### src/hw/rtl/uri_percent_decoder_assert.svh
// ----------------------------------------------------------------------------
// uri_percent_decoder assertion macros
// concurrent checks on clk_i, disabled while rst_ni is low
// ----------------------------------------------------------------------------
`ifndef URI_PERCENT_DECODER_ASSERT_SVH
`define URI_PERCENT_DECODER_ASSERT_SVH
`ifndef SYNTHESIS
`define UPD_ASSERT(lbl, prop) \
  lbl: assert property (@(posedge clk_i) disable iff (!rst_ni) (prop)) \
    else $error("upd assertion failed");
`define UPD_ASSERT_NEVER(lbl, prop) \
  lbl: assert property (@(posedge clk_i) disable iff (!rst_ni) !(prop)) \
    else $error("upd forbidden condition seen");
`else
`define UPD_ASSERT(lbl, prop)
`define UPD_ASSERT_NEVER(lbl, prop)
`endif
`endif

### src/hw/rtl/upd_pkg.sv
// ----------------------------------------------------------------------------
// upd_pkg
// shared types and constants of the uri percent decoder
// ----------------------------------------------------------------------------
package upd_pkg;

  localparam int unsigned QueueDepth = 4;

  // decode phase of the front end
  typedef enum logic [2:0] {
    PH_IDLE  = 3'd0,
    PH_HEX1  = 3'd1,
    PH_HEX2  = 3'd2,
    PH_CPCT  = 3'd3,
    PH_CHEX1 = 3'd4,
    PH_CHEX2 = 3'd5
  } upd_phase_e;

  // register indexes
  typedef enum logic {
    REG_KEEP_RESERVED = 1'b0
  } upd_reg_e;

  // one queued group of results, bytes[7:0] goes out first
  typedef struct packed {
    logic [31:0] bytes;
    logic [1:0]  last_idx;
    logic        err;
    logic        done;
  } upd_entry_t;

endpackage

### src/hw/rtl/upd_front.sv
// ----------------------------------------------------------------------------
// upd_front
// escape parser: classifies each byte and queues the results it causes
// ----------------------------------------------------------------------------
`include "uri_percent_decoder_assert.svh"

module upd_front (
  input  logic                clk_i,
  input  logic                rst_ni,
  input  logic                accept_i,
  input  logic [7:0]          in_byte_i,
  input  logic                eos_i,
  input  logic                keep_reserved_i,
  output logic                push_o,
  output upd_pkg::upd_entry_t entry_o
);

  localparam logic [7:0] Percent = 8'h25;

  upd_pkg::upd_phase_e phase_q, phase_d;
  logic [3:0]  high_nib_q, high_nib_d;
  logic [7:0]  first_hex_q, first_hex_d;
  logic [20:0] acc_q, acc_d;
  logic [1:0]  rem_q, rem_d;
  logic [2:0]  seq_len_q, seq_len_d;
  logic        dropping_q, dropping_d;

  logic        hex_ok;
  logic [3:0]  hex_val;
  logic [7:0]  dval;
  logic [20:0] acc_nxt;
  logic [1:0]  rem_nxt;
  logic        err;
  logic        bad_cp;
  logic [20:0] cp;

  function automatic logic is_reserved(input logic [7:0] v);
    logic r;
    r = (v == 8'h23) || (v == 8'h24) || (v == 8'h26) || (v == 8'h2B) ||
        (v == 8'h2C) || (v == 8'h2F) || (v == 8'h3A) || (v == 8'h3B) ||
        (v == 8'h3D) || (v == 8'h3F) || (v == 8'h40);
    return r;
  endfunction

  always_comb begin
    hex_ok  = 1'b1;
    hex_val = 4'd0;
    if (in_byte_i >= 8'h30 && in_byte_i <= 8'h39) begin
      hex_val = in_byte_i[3:0];
    end else if ((in_byte_i >= 8'h41 && in_byte_i <= 8'h46) ||
                 (in_byte_i >= 8'h61 && in_byte_i <= 8'h66)) begin
      hex_val = in_byte_i[3:0] + 4'd9;
    end else begin
      hex_ok = 1'b0;
    end
  end

  assign dval    = {high_nib_q, hex_val};
  assign acc_nxt = {acc_q[14:0], dval[5:0]};
  assign rem_nxt = rem_q - 2'd1;

  // code point checks on the completed sequence
  always_comb begin
    cp     = acc_nxt;
    bad_cp = 1'b0;
    if (seq_len_q == 3'd2) begin
      cp     = {10'd0, acc_nxt[10:0]};
      bad_cp = (cp <= 21'h7F);
    end else if (seq_len_q == 3'd3) begin
      cp     = {5'd0, acc_nxt[15:0]};
      bad_cp = (cp <= 21'h7FF) || (cp >= 21'hD800 && cp <= 21'hDFFF);
    end else begin
      bad_cp = (cp <= 21'hFFFF) || (cp >= 21'h110000);
    end
  end

  always_comb begin
    phase_d     = phase_q;
    high_nib_d  = high_nib_q;
    first_hex_d = first_hex_q;
    acc_d       = acc_q;
    rem_d       = rem_q;
    seq_len_d   = seq_len_q;
    dropping_d  = dropping_q;
    err         = 1'b0;
    push_o      = 1'b0;
    entry_o     = '{bytes: 32'd0, last_idx: 2'd0, err: 1'b0, done: eos_i};

    if (accept_i) begin
      if (dropping_q) begin
        if (eos_i) begin
          dropping_d = 1'b0;
        end
      end else begin
        unique case (phase_q)
          upd_pkg::PH_IDLE: begin
            if (in_byte_i == Percent) begin
              phase_d = upd_pkg::PH_HEX1;
            end else begin
              push_o        = 1'b1;
              entry_o.bytes = {24'd0, in_byte_i};
            end
          end
          upd_pkg::PH_HEX1: begin
            if (!hex_ok) begin
              err = 1'b1;
            end else begin
              high_nib_d  = hex_val;
              first_hex_d = in_byte_i;
              phase_d     = upd_pkg::PH_HEX2;
            end
          end
          upd_pkg::PH_HEX2: begin
            if (!hex_ok) begin
              err = 1'b1;
            end else if (!dval[7]) begin
              push_o  = 1'b1;
              phase_d = upd_pkg::PH_IDLE;
              if (keep_reserved_i && is_reserved(dval)) begin
                entry_o.bytes    = {8'd0, in_byte_i, first_hex_q, Percent};
                entry_o.last_idx = 2'd2;
              end else begin
                entry_o.bytes = {24'd0, dval};
              end
            end else begin
              priority if (dval[7:5] == 3'b110) begin
                seq_len_d = 3'd2;
                rem_d     = 2'd1;
              end else if (dval[7:4] == 4'b1110) begin
                seq_len_d = 3'd3;
                rem_d     = 2'd2;
              end else if (dval[7:3] == 5'b11110) begin
                seq_len_d = 3'd4;
                rem_d     = 2'd3;
              end else begin
                err = 1'b1;
              end
              if (!err) begin
                acc_d   = {13'd0, dval};
                phase_d = upd_pkg::PH_CPCT;
              end
            end
          end
          upd_pkg::PH_CPCT: begin
            if (in_byte_i != Percent) begin
              err = 1'b1;
            end else begin
              phase_d = upd_pkg::PH_CHEX1;
            end
          end
          upd_pkg::PH_CHEX1: begin
            if (!hex_ok) begin
              err = 1'b1;
            end else begin
              high_nib_d = hex_val;
              phase_d    = upd_pkg::PH_CHEX2;
            end
          end
          upd_pkg::PH_CHEX2: begin
            if (!hex_ok || dval[7:6] != 2'b10) begin
              err = 1'b1;
            end else begin
              acc_d = acc_nxt;
              rem_d = rem_nxt;
              if (rem_nxt == 2'd0) begin
                if (bad_cp) begin
                  err = 1'b1;
                end else begin
                  phase_d = upd_pkg::PH_IDLE;
                  push_o  = 1'b1;
                  if (seq_len_q == 3'd2) begin
                    entry_o.bytes    = {16'd0, 2'b10, cp[5:0], 3'b110, cp[10:6]};
                    entry_o.last_idx = 2'd1;
                  end else if (seq_len_q == 3'd3) begin
                    entry_o.bytes    = {8'd0, 2'b10, cp[5:0], 2'b10, cp[11:6],
                                        4'b1110, cp[15:12]};
                    entry_o.last_idx = 2'd2;
                  end else begin
                    entry_o.bytes    = {2'b10, cp[5:0], 2'b10, cp[11:6],
                                        2'b10, cp[17:12], 5'b11110, cp[20:18]};
                    entry_o.last_idx = 2'd3;
                  end
                end
              end else begin
                phase_d = upd_pkg::PH_CPCT;
              end
            end
          end
          default: err = 1'b1;
        endcase

        if (!err && eos_i && phase_d != upd_pkg::PH_IDLE) begin
          err = 1'b1;
        end

        if (err) begin
          push_o     = 1'b1;
          entry_o    = '{bytes: 32'd0, last_idx: 2'd0, err: 1'b1, done: eos_i};
          dropping_d = !eos_i;
        end
      end

      if (err || eos_i) begin
        phase_d     = upd_pkg::PH_IDLE;
        high_nib_d  = 4'd0;
        first_hex_d = 8'd0;
        acc_d       = 21'd0;
        rem_d       = 2'd0;
        seq_len_d   = 3'd0;
      end
    end
  end

  always_ff @(posedge clk_i or negedge rst_ni) begin
    if (!rst_ni) begin
      phase_q     <= upd_pkg::PH_IDLE;
      high_nib_q  <= 4'd0;
      first_hex_q <= 8'd0;
      acc_q       <= 21'd0;
      rem_q       <= 2'd0;
      seq_len_q   <= 3'd0;
      dropping_q  <= 1'b0;
    end else begin
      phase_q     <= phase_d;
      high_nib_q  <= high_nib_d;
      first_hex_q <= first_hex_d;
      acc_q       <= acc_d;
      rem_q       <= rem_d;
      seq_len_q   <= seq_len_d;
      dropping_q  <= dropping_d;
    end
  end

  `UPD_ASSERT(a_drop_idle, dropping_q |-> phase_q == upd_pkg::PH_IDLE)
  `UPD_ASSERT(a_eos_clears, accept_i && eos_i |=> !dropping_q && phase_q == upd_pkg::PH_IDLE)

endmodule

### src/hw/rtl/upd_queue.sv
// ----------------------------------------------------------------------------
// upd_queue
// small register queue of result groups between parser and emitter
// ----------------------------------------------------------------------------
`include "uri_percent_decoder_assert.svh"

module upd_queue #(
  parameter int unsigned DEPTH = upd_pkg::QueueDepth
) (
  input  logic                clk_i,
  input  logic                rst_ni,
  input  logic                push_i,
  input  upd_pkg::upd_entry_t entry_i,
  input  logic                pop_i,
  output upd_pkg::upd_entry_t head_o,
  output logic                not_empty_o,
  output logic                full_o
);

  localparam int unsigned PtrW = (DEPTH > 1) ? $clog2(DEPTH) : 1;
  localparam int unsigned CntW = $clog2(DEPTH + 1);

  upd_pkg::upd_entry_t mem_q [DEPTH];
  logic [PtrW-1:0] wr_ptr_q, wr_ptr_d;
  logic [PtrW-1:0] rd_ptr_q, rd_ptr_d;
  logic [CntW-1:0] count_q, count_d;

  assign not_empty_o = (count_q != '0);
  assign full_o      = (count_q == CntW'(DEPTH));
  assign head_o      = mem_q[rd_ptr_q];

  always_comb begin
    wr_ptr_d = wr_ptr_q;
    rd_ptr_d = rd_ptr_q;
    count_d  = count_q;
    if (push_i) begin
      wr_ptr_d = (wr_ptr_q == PtrW'(DEPTH - 1)) ? '0 : wr_ptr_q + PtrW'(1);
    end
    if (pop_i) begin
      rd_ptr_d = (rd_ptr_q == PtrW'(DEPTH - 1)) ? '0 : rd_ptr_q + PtrW'(1);
    end
    if (push_i && !pop_i) begin
      count_d = count_q + CntW'(1);
    end else if (pop_i && !push_i) begin
      count_d = count_q - CntW'(1);
    end
  end

  always_ff @(posedge clk_i or negedge rst_ni) begin
    if (!rst_ni) begin
      wr_ptr_q <= '0;
      rd_ptr_q <= '0;
      count_q  <= '0;
    end else begin
      wr_ptr_q <= wr_ptr_d;
      rd_ptr_q <= rd_ptr_d;
      count_q  <= count_d;
    end
  end

  always_ff @(posedge clk_i) begin
    if (push_i) begin
      mem_q[wr_ptr_q] <= entry_i;
    end
  end

  `UPD_ASSERT_NEVER(a_overflow, push_i && full_o && !pop_i)
  `UPD_ASSERT_NEVER(a_underflow, pop_i && !not_empty_o)

endmodule

### src/hw/rtl/upd_back.sv
// ----------------------------------------------------------------------------
// upd_back
// result emitter: sends queued groups one byte per transfer
// ----------------------------------------------------------------------------
`include "uri_percent_decoder_assert.svh"

module upd_back (
  input  logic                clk_i,
  input  logic                rst_ni,
  input  upd_pkg::upd_entry_t head_i,
  input  logic                head_valid_i,
  output logic                pop_o,
  output logic                m_axis_tvalid,
  input  logic                m_axis_tready,
  output logic [7:0]          m_axis_tdata,
  output logic                m_axis_tlast,
  output logic [1:0]          m_axis_tuser
);

  logic       valid_q, valid_d;
  logic [7:0] byte_q, byte_d;
  logic       last_q, last_d;
  logic [1:0] user_q, user_d;
  logic [1:0] idx_q, idx_d;
  logic       load;
  logic       last_byte;

  assign load      = !valid_q || m_axis_tready;
  assign last_byte = (idx_q == head_i.last_idx);

  always_comb begin
    valid_d = valid_q;
    byte_d  = byte_q;
    last_d  = last_q;
    user_d  = user_q;
    idx_d   = idx_q;
    pop_o   = 1'b0;
    if (load) begin
      valid_d = head_valid_i;
      if (head_valid_i) begin
        unique case (idx_q)
          2'd0:    byte_d = head_i.bytes[7:0];
          2'd1:    byte_d = head_i.bytes[15:8];
          2'd2:    byte_d = head_i.bytes[23:16];
          default: byte_d = head_i.bytes[31:24];
        endcase
        last_d = last_byte;
        user_d = {head_i.done, head_i.err};
        pop_o  = last_byte;
        idx_d  = last_byte ? 2'd0 : idx_q + 2'd1;
      end
    end
  end

  always_ff @(posedge clk_i or negedge rst_ni) begin
    if (!rst_ni) begin
      valid_q <= 1'b0;
      idx_q   <= 2'd0;
    end else begin
      valid_q <= valid_d;
      idx_q   <= idx_d;
    end
  end

  always_ff @(posedge clk_i) begin
    byte_q <= byte_d;
    last_q <= last_d;
    user_q <= user_d;
  end

  assign m_axis_tvalid = valid_q;
  assign m_axis_tdata  = byte_q;
  assign m_axis_tlast  = last_q;
  assign m_axis_tuser  = user_q;

  `UPD_ASSERT(a_err_single, valid_q && user_q[0] |-> last_q && byte_q == 8'd0)
  `UPD_ASSERT(a_idx_reset, $past(pop_o) |-> idx_q == 2'd0)

endmodule

### src/hw/rtl/uri_percent_decoder.sv
// ----------------------------------------------------------------------------
// uri_percent_decoder
// streaming percent-escape decoder for uri strings with utf-8 checking
// ----------------------------------------------------------------------------
// Input bytes are taken one per cycle whenever the result queue has room; an
// escape is parsed one character per transfer and its decoded bytes, or one
// error result, are queued as a group. The emitter sends one result byte per
// cycle when m_axis_tready allows, from a registered output, so a byte that
// yields n results holds the output side for n result bytes (up to four for
// a utf-8 sequence or three for a kept reserved escape) while input keeps
// flowing into the queue of QUEUE_DEPTH groups. keep_reserved resets to 1
// and is written at byte address 0.
// ----------------------------------------------------------------------------
module uri_percent_decoder #(
  parameter int unsigned QUEUE_DEPTH = upd_pkg::QueueDepth
) (
  input  logic        clk_i,
  input  logic        rst_ni,
  // tdata: [7:0] in_byte; tlast: end_of_string
  input  logic        s_axis_tvalid,
  output logic        s_axis_tready,
  input  logic [7:0]  s_axis_tdata,
  input  logic        s_axis_tlast,
  // tdata: [7:0] out_byte; tlast: run_last
  output logic        m_axis_tvalid,
  input  logic        m_axis_tready,
  output logic [7:0]  m_axis_tdata,
  output logic        m_axis_tlast,
  // tuser: [0] uri_error, [1] string_done
  output logic [1:0]  m_axis_tuser,
  input  logic        psel,
  input  logic        penable,
  input  logic        pwrite,
  input  logic [2:0]  paddr,
  input  logic [31:0] pwdata,
  output logic [31:0] prdata,
  output logic        pready
);

  logic                keep_reserved_q;
  logic                accept;
  logic                push;
  logic                pop;
  logic                full;
  logic                not_empty;
  upd_pkg::upd_entry_t entry;
  upd_pkg::upd_entry_t head;

  assign pready = 1'b1;
  assign prdata = (paddr[2] == upd_pkg::REG_KEEP_RESERVED) ? {31'd0, keep_reserved_q} : 32'd0;

  always_ff @(posedge clk_i or negedge rst_ni) begin
    if (!rst_ni) begin
      keep_reserved_q <= 1'b1;
    end else if (psel && penable && pwrite && pready &&
                 paddr[2] == upd_pkg::REG_KEEP_RESERVED) begin
      keep_reserved_q <= pwdata[0];
    end
  end

  assign s_axis_tready = !full;
  assign accept        = s_axis_tvalid && s_axis_tready;

  upd_front u_front (
    .clk_i           (clk_i),
    .rst_ni          (rst_ni),
    .accept_i        (accept),
    .in_byte_i       (s_axis_tdata),
    .eos_i           (s_axis_tlast),
    .keep_reserved_i (keep_reserved_q),
    .push_o          (push),
    .entry_o         (entry)
  );

  upd_queue #(
    .DEPTH (QUEUE_DEPTH)
  ) u_queue (
    .clk_i       (clk_i),
    .rst_ni      (rst_ni),
    .push_i      (push),
    .entry_i     (entry),
    .pop_i       (pop),
    .head_o      (head),
    .not_empty_o (not_empty),
    .full_o      (full)
  );

  upd_back u_back (
    .clk_i         (clk_i),
    .rst_ni        (rst_ni),
    .head_i        (head),
    .head_valid_i  (not_empty),
    .pop_o         (pop),
    .m_axis_tvalid (m_axis_tvalid),
    .m_axis_tready (m_axis_tready),
    .m_axis_tdata  (m_axis_tdata),
    .m_axis_tlast  (m_axis_tlast),
    .m_axis_tuser  (m_axis_tuser)
  );

endmodule
### config.mk
export PLATFORM = sky130hd
export DESIGN_NAME = uri_percent_decoder
export DESIGN_NICKNAME = d
export VERILOG_FILES = /design/src/hw/rtl/upd_pkg.sv /design/src/hw/rtl/upd_front.sv /design/src/hw/rtl/upd_queue.sv /design/src/hw/rtl/upd_back.sv /design/src/hw/rtl/uri_percent_decoder.sv
export VERILOG_INCLUDE_DIRS = /design/src /design/src/hw/rtl
export SDC_FILE = /design/constraint.sdc
export NUM_CORES = 1
export LEC_CHECK = 0
export BUFFER_PORTS_ARGS = -buffer_cell sky130_fd_sc_hd__buf_2
export CAP_MARGIN = 20
export CORE_MARGIN = 2
export CORE_UTILIZATION = 59
export CTS_CLUSTER_DIAMETER = 150
export CTS_CLUSTER_SIZE = 10
export DETAILED_ROUTE_END_ITERATION = 10
export PLACE_DENSITY = 0.79
export SETUP_SLACK_MARGIN = 0.5
export SLEW_MARGIN = 20
export SYNTH_ARGS = -nofsm -noshare
export SYNTH_HDL_FRONTEND = slang
export SYNTH_SLANG_ARGS = --single-unit
export TNS_END_PERCENT = 10
### constraint.sdc
create_clock -name clk_i -period 4.2 [get_ports clk_i]
set_input_delay 0.42 -clock clk_i [delete_from_list [all_inputs] [get_ports clk_i]]
set_output_delay 0.42 -clock clk_i [all_outputs]
set_load 0.02 [all_outputs]
==> Word-level counts from Yosys, hierarchy flattened <==
Memory sizes are Yosys's and may differ from the RTL's.
Cells that the tools add are included.
{ "classes": {"magnitude_cmp": 12, "n_addsub": 7, "bitwise_logic": 1, "mux": 117, "reduce_logical": 57, "eq_ne": 36} }
{ "ops": {"columns": ["op", "n"], "rows": [
  ["$mux 34", 7],
  ["$mux 36", 3],
  ["$pmux 32 s3", 1],
  ["$mux 15", 6],
  ["$eq 8x6->1 const B", 11],
  ["$mux 3", 24],
  ["$mux 1", 43],
  ["$mux 21", 2],
  ["$mux 8", 5],
  ["$pmux 15 s2", 1],
  ["$mux 2", 12],
  ["$mux 24", 1],
  ["$mux 4", 6],
  ["$pmux 8 s3", 1],
  ["$ge 21x21->1 const B", 1],
  ["$le 21x16->1 const B", 1],
  ["$pmux 3 s6", 1],
  ["$ge 16x16->1 const B", 1],
  ["$ge 8x7->1 const B", 2],
  ["$le 16x11->1 const B", 1],
  ["$le 16x16->1 const B", 1],
  ["$le 8x7->1 const B", 2],
  ["$logic_or 1x1->1", 16],
  ["$reduce_and 7->1", 2],
  ["other kinds (37)", 79]
]} }
{ "totals": {"n_memories": 1, "register_bits": 58, "elab_cells": 247, "ramBits": 144, "output_inout_bits": 46} }
{ "memory_table": {"columns": ["name", "words", "width", "read_ports", "rd_clocked_by_memory_dff", "wr", "line_no", "text"], "rows": [
  ["u_queue.mem_q", 4, 36, 1, 0, 1, "upd_queue.sv:23", "upd_pkg::upd_entry_t mem_q [DEPTH];"]
]} }

==> Depth between registers and ports, before layout <==
{ "logic_depth": {"depth_word": 32, "ltp_mapped": 15} }

==> Modules after synthesis <==
From an unflattened synthesis, not the netlist that was laid out.
{ "unflattened": {"hier_cells": 731, "hier_area_um2": 9974.6} }
{ "modules_own_cells": {"columns": ["module", "instances", "area_each_um2", "cells_per_inst", "seq_area_each_um2"], "rows": [
  ["upd_queue", 1, 5622.9, 225, 4499.3],
  ["upd_front", 1, 3293.2, 407, 900.9],
  ["upd_back", 1, 745.7, 59, 405.4],
  ["uri_percent_decoder", 1, 312.8, 40, 26.3]
]} }

==> Worst setup path after synthesis <==
Ideal clock, no wire load.
{ "synth_path": {"path_kind": "input to register", "startpoint": "input port s_axis_tdata[1]", "endpoint": "memory u_queue.mem_q[0][0] in the netlist's numbering (enable)", "path_stages": 10, "n_path_buf": 1, "required_time_ps": 3804, "setup_time_ps": 396, "setup_slack_ps": 636, "arrival_ps": 3169, "path_cell_list": "inv_1 > ha_1 > or3b_1 > and3_1 > buf_6 > nor4_1 > nor4_1 > nor4_1 > o21a_1 > and2_1"} }
{ "synth_between": {"elab_chain_len": 30, "elab_cells_between_ends": 80} }
{ "synth_rtl": {"columns": ["item", "line_no", "text"], "rows": [
  ["start: declaration", "uri_percent_decoder.sv:22", "input logic [7:0] s_axis_tdata,"],
  ["$ge 8x7->1, or another cell as far along", "upd_front.sv:50", "end else if ((in_byte_i >= 8'h41 && in_byte_i <= 8'h46) ||"],
  ["$logic_and 1x1->1, on equally long branches", "upd_front.sv:50, upd_front.sv:51", null],
  ["$logic_or 1x1->1", "upd_front.sv:50", null],
  ["$mux 4", "upd_front.sv:50", null],
  ["$mux 4", "upd_front.sv:48", "if (in_byte_i >= 8'h30 && in_byte_i <= 8'h39) begin"],
  ["$eq 5x5->1", "upd_front.sv:132", "end else if (dval[7:3] == 5'b11110) begin"],
  ["$mux 1", "upd_front.sv:132", null],
  ["$mux 1", "upd_front.sv:129", "end else if (dval[7:4] == 4'b1110) begin"],
  ["(+15 left out)", null, null],
  ["$mux 1", "upd_front.sv:90", "if (dropping_q) begin"],
  ["$mux 1", "upd_front.sv:89", "if (accept_i) begin"],
  ["$mux 1 *", "upd_front.sv:196", "if (err) begin"],
  ["$mux 1 *", "upd_front.sv:90", null],
  ["$mux 1 *", "upd_front.sv:89", null],
  ["net push", "uri_percent_decoder.sv:42", "logic push;"],
  ["$mux 1 *", "upd_queue.sv:62", "if (push_i) begin"],
  ["$mux 1 (not written as such) *", "upd_queue.sv:63", "mem_q[wr_ptr_q] <= entry_i;"],
  ["end: declaration", "upd_queue.sv:23", null]
]} }
Mark *: on every way through the listed nets, which the timed path passes. The rest lies on a longest branch. The select of a mux whose other input is x is not followed.

==> Worst setup path in the final report <==
{ "layout_path": {"startpoint": "input port s_axis_tdata[1]", "endpoint": "register u_queue.count_q[2]"} }
{ "layout_between": {"elab_chain_len": 31, "elab_cells_between_ends": 83} }
{ "layout_rtl": {"columns": ["item", "line_no", "text"], "rows": [
  ["$ge 8x7->1, or another cell as far along", "upd_front.sv:50", null],
  ["$logic_and 1x1->1, on equally long branches", "upd_front.sv:50, upd_front.sv:51", null],
  ["$logic_or 1x1->1", "upd_front.sv:50", null],
  ["$mux 4", "upd_front.sv:50", null],
  ["$mux 4", "upd_front.sv:48", null],
  ["$eq 5x5->1", "upd_front.sv:132", null],
  ["$mux 1", "upd_front.sv:132", null],
  ["$mux 1", "upd_front.sv:129", null],
  ["(+16 left out)", null, null],
  ["$mux 1", "upd_front.sv:89", null],
  ["$mux 1 *", "upd_front.sv:196", null],
  ["$mux 1 *", "upd_front.sv:90", null],
  ["$mux 1 *", "upd_front.sv:89", null],
  ["net push", "uri_percent_decoder.sv:42", null],
  ["$logic_not 1->1", "upd_queue.sv:44", "end else if (pop_i && !push_i) begin"],
  ["$logic_and 1x1->1", "upd_queue.sv:44", null],
  ["$reduce_bool 2->1 (no source line)", null, null],
  ["end signal: assignment", "upd_queue.sv:57", "count_q <= count_d;"],
  ["end: declaration", "upd_queue.sv:26", "logic [CntW-1:0] count_q, count_d;"]
]} }
Marks and branches as above.
A chain may end at the register's enable or synchronous reset.

==> impl_metrics.prom <==
# TYPE chip_impl_metric gauge
chip_impl_info{name="cp_slowest_cell",value="o21ai_0"} 1
chip_impl_metric{name="timing.setup.tns",unit="ns"} 0
chip_impl_metric{name="synth-adder-area-share",unit="%"} 2.04
chip_impl_metric{name="final-hold-violation-count",unit=""} 0
chip_impl_info{name="tritoncts",value="built"} 1
chip_impl_info{name="element_type_at_the_critical_path_start",value="input pin"} 1
chip_impl_metric{name="synth-edff-count",unit=""} 151
chip_impl_metric{name="drt-total-wl",unit="um"} 22900
chip_impl_info{name="combinational_family_with_the_most_area_after_synthesis",value="compound AO/OA/AOI/OAI gates"} 1
chip_impl_metric{name="critical_path.max_stage_delay",unit="ns"} 0.46
chip_impl_metric{name="yosys_warnings",unit=""} 0
chip_impl_metric{name="initial_utilization",unit="%"} 60.2
chip_impl_metric{name="placement.io_buffers",unit=""} 31
chip_impl_metric{name="layout_worst_path_cycle_share",unit="%"} 84.0
chip_impl_metric{name="ant_nets",unit=""} 0
chip_impl_metric{name="max_cap_violations",unit=""} 0
chip_impl_metric{name="finalWorstPathRequiredPeriod",unit="ns"} 3.53
chip_impl_metric{name="detailroute.via_count",unit=""} 6250
chip_impl_metric{name="max-clock-path-buffers",unit=""} 2
chip_impl_metric{name="grt_max_degree",unit=""} 48
chip_impl_metric{name="clock_sinks",unit=""} 198
chip_impl_metric{name="vias_in_the_first_global_route",unit=""} 6373
chip_impl_info{name="hold_path_class",value="in -> async"} 1
chip_impl_metric{name="post_drt_wl_per_cell",unit="um"} 23.5
chip_impl_info{name="path_class",value="in -> reg"} 1
chip_impl_metric{name="fillerInstances",unit=""} 1166
chip_impl_metric{name="cts-buffers-inserted",unit=""} 17
chip_impl_info{name="grt_setup_unrepaired",value="no"} 1
chip_impl_metric{name="critical_path.max_fanout",unit=""} 7
chip_impl_info{name="critPathTopFamily",value="simple AND/OR/NAND/NOR gates"} 1
chip_impl_info{name="dominantRegCellSynth",value="edfxtp_1"} 1
chip_impl_metric{name="critPathArrivalTime",unit="ns"} 3.89
chip_impl_metric{name="synth_seq_area_share",unit="%"} 59.8
chip_impl_metric{name="drc",unit=""} 0
chip_impl_metric{name="initial_antenna_violation_count",unit=""} 0
chip_impl_metric{name="report.power.total",unit="uW"} 6730
chip_impl_metric{name="cts.hold.buffers_added",unit=""} 0
chip_impl_metric{name="maxSlewViolCount",unit=""} 0
chip_impl_metric{name="initialDrtViolationCount",unit=""} 688
chip_impl_metric{name="insertedDiodeCount",unit=""} 0
chip_impl_metric{name="max_freq",unit="MHz"} 283
chip_impl_metric{name="peakVddDrop",unit="uV"} 344
chip_impl_metric{name="finClkSkew",unit="ns"} 0.00904
chip_impl_metric{name="detailedPlacementHpwl",unit="um"} 15500
chip_impl_metric{name="wire_length_of_the_first_global_routing_pass",unit="um"} 36100
chip_impl_metric{name="drive_above_1_share",unit="%"} 21.6
chip_impl_metric{name="path_clk_slew",unit="ns"} 0.07
chip_impl_metric{name="detailed_place.area",unit="sq um"} 9950
chip_impl_metric{name="synthDominantCellAreaShare",unit="%"} 47.4
chip_impl_metric{name="global_route.usage.total",unit="%"} 27.6
chip_impl_metric{name="postCtsResizedCells",unit=""} 0
chip_impl_metric{name="h-tree-depth",unit=""} 4
chip_impl_metric{name="area_growth",unit="%"} 10.3
chip_impl_metric{name="global_route.overflow_total",unit=""} 0
chip_impl_metric{name="syn-instance-count",unit=""} 703
chip_impl_metric{name="die_area",unit="sq um"} 17200
chip_impl_metric{name="static-leakage-power",unit="uW"} 0.00389
chip_impl_metric{name="synth_seq_cells",unit=""} 198
chip_impl_metric{name="die_extent_in_y",unit="um"} 131
chip_impl_metric{name="drt_pass1_iterations",unit=""} 6
chip_impl_metric{name="synth_simple_gate_area_share",unit="%"} 9.16
chip_impl_metric{name="synth_cell_type_count",unit=""} 82
chip_impl_metric{name="multi_input_area",unit="sq um"} 3480
chip_impl_info{name="crit_path_end_kind",value="flip-flop"} 1
chip_impl_metric{name="finalSetupViolations",unit=""} 0
chip_impl_metric{name="final_design_area_no_fill",unit="sq um"} 10500
chip_impl_metric{name="ys_async_sr_fraction",unit="%"} 23.7
chip_impl_metric{name="finish.net_count",unit=""} 808
chip_impl_info{name="synth.most_common_cell",value="edfxtp_1"} 1
chip_impl_metric{name="synth.area.mux_share",unit="%"} 10.2
chip_impl_metric{name="routed_via_density",unit=""} 6.44
chip_impl_metric{name="power.density_cell_area",unit="nW/um^2"} 639
chip_impl_info{name="worstPathCellList",value="buf_2 > inv_1 > ha_1 > or3b_1 > and3_1 > o21ai_0 > a221oi_2 > nand2_2 > o21a_1 > ha_1 > inv_1 > fa_1 > xor2_1 > nor2_1 > xor2_1"} 1
chip_impl_info{name="synth.cells.most_frequent",value="151 x edfxtp_1, 55 x nand2_1, 46 x dfrtp_1, 35 x mux4_2, 35 x nor2_1"} 1
chip_impl_info{name="synth_top_cells_by_area",value="edfxtp_1 47%, dfrtp_1 12%, mux4_2 8.2%, buf_4 2.5%, nand2_1 2.2%"} 1
chip_impl_metric{name="sequential_cell_area",unit="sq um"} 5710
chip_impl_metric{name="final_cell_count_no_fill",unit=""} 971
chip_impl_info{name="cts.root.buffer_cell",value="clkbuf_16"} 1
chip_impl_metric{name="gp_congestion",unit=""} 1.01
chip_impl_metric{name="core.rowCount",unit=""} 46
chip_impl_info{name="synth_top_area_cell",value="edfxtp_1"} 1
chip_impl_metric{name="timing.slew.headroom",unit="%"} 45.7
chip_impl_metric{name="crit_buf_inv",unit=""} 3
chip_impl_metric{name="io_pins",unit=""} 97
chip_impl_metric{name="synth-compound-area-share",unit="%"} 13.0
chip_impl_info{name="status",value="completed"} 1
chip_impl_metric{name="fp.dieW",unit="um"} 131
chip_impl_metric{name="post-cts-setup-buffers",unit=""} 0
chip_impl_metric{name="cp.required",unit="ns"} 4.56
chip_impl_metric{name="mappedNetlistArea",unit="sq um"} 9560
chip_impl_metric{name="fp.coreArea",unit="sq um"} 15900
chip_impl_metric{name="synthXorXnorAreaFrac",unit="%"} 0.641
chip_impl_metric{name="worst_skew_pair.late_latency",unit="ns"} 0.44
chip_impl_metric{name="place_inst",unit=""} 939
chip_impl_metric{name="worst_tran_pin_value",unit="ns"} 0.814
chip_impl_metric{name="mapped_avg_cell_area",unit="sq um"} 13.6
-- report_power, final --
| group | internal [uW] | switching [uW] | total [uW] |
|---|---|---|---|
| sequential | 2650 | 199 | 2850 |
| clock | 885 | 720 | 1600 |
| combinational | 909 | 1370 | 2280 |
-- worst paths after layout --
kind,startpoint,to,slack (ns),cells past startpoint
worst max register to register,u_front.acc_q[13]$_DFFE_PN0P_,u_queue.count_q[2]$_DFFE_PN0P_,0.72,12
max in group asynchronous,rst_ni,u_queue.rd_ptr_q[0]$_DFFE_PN0P_,3.75,1
worst min-delay path,rst_ni,u_queue.count_q[0]$_DFFE_PN0P_,0.006,1
min in group clk_i,pwdata[0],keep_reserved_q$_DFFE_PN1P_,0.20,3
worst max-delay path,s_axis_tdata[1],u_queue.count_q[2]$_DFFE_PN0P_,0.67,15
worst min register to register,u_front.first_hex_q[0]$_DFFE_PN0P_,u_front.first_hex_q[0]$_DFFE_PN0P_,0.49,1
-- cell usage in the layout (no fill, tap or decap), types with 4 or more instances in the layout --
cell,n
nor3_1,13
buf_12,4
a22o_1,15
buf_4,23
nor4_1,5
mux2i_1,11
a31oi_1,6
a211oi_1,8
o211ai_1,5
nor2_1,35
a222oi_1,7
a32o_2,8
nand2b_1,6
o21a_1,4
nand4_1,4
inv_1,24
nor2b_1,7
o41ai_1,6
dfrtp_1,45
and2_1,4
mux2_2,6
o22ai_1,6
o21ai_0,33
nand3_1,11
a22oi_1,4
conb_1,32
mux4_2,35
a21o_1,5
buf_2,30
a21oi_1,25
xnor2_1,4
edfxtp_1,151
and3_1,6
clkbuf_16,17
ha_1,14
nand2_1,55
a32o_1,4
-- metal layers --
metal,global-route usage [%],vias to the layer above,share of wire (%)
met4,10.8,0,3.2
met1,36.0,3126,39
met5,0,-,0
met2,46.3,305,51
li1,-,2757,-
met3,5.48,62,6.6
-- registers in the layout, indices dropped and copies added, names as in the netlist, 3 cells and up --
name / cells
u_front.phase_q: 3
u_front.first_hex_q: 8
u_back.m_axis_tdata: 8
u_queue.mem_q: 140
u_front.seq_len_q: 3
u_queue.count_q: 3
u_front.acc_q: 15
u_front.high_nib_q: 4
-- cell families (layout without fill, tap and decap cells) --
family | after synthesis | count (layout)
fa+ha+maj | 15 | 15
xor+xnor | 7 | 7
buf+inv | 91 | 113
flops | 198 | 198
mux | 53 | 53
compound gates | 165 | 165
other cells | 2 | 32
simple gates | 172 | 172
-- layout make-up --
type                    instances  share of cell area, %
well taps                     216                   2.56
clock buffers                  19                   4.11
inverters                      24                  0.855
flip-flops and latches        198                   54.2
clock inverters                13                   1.41
multi-input cells             444                   33.0
repair buffers                 57                   3.82
-- through the flow --
step,util [%],hold slack [ns],setup slack [ns]
floorplan,-,0.124,0.636
global placement,62.6,0.461,0.337
detailed placement,62.6,0.477,0.267
CTS,66.3,0.197,0.682
global route,66.3,0.0371,0.525
finish,66.3,0.00583,0.672
Note: power is estimated with default switching activity, not from simulation.
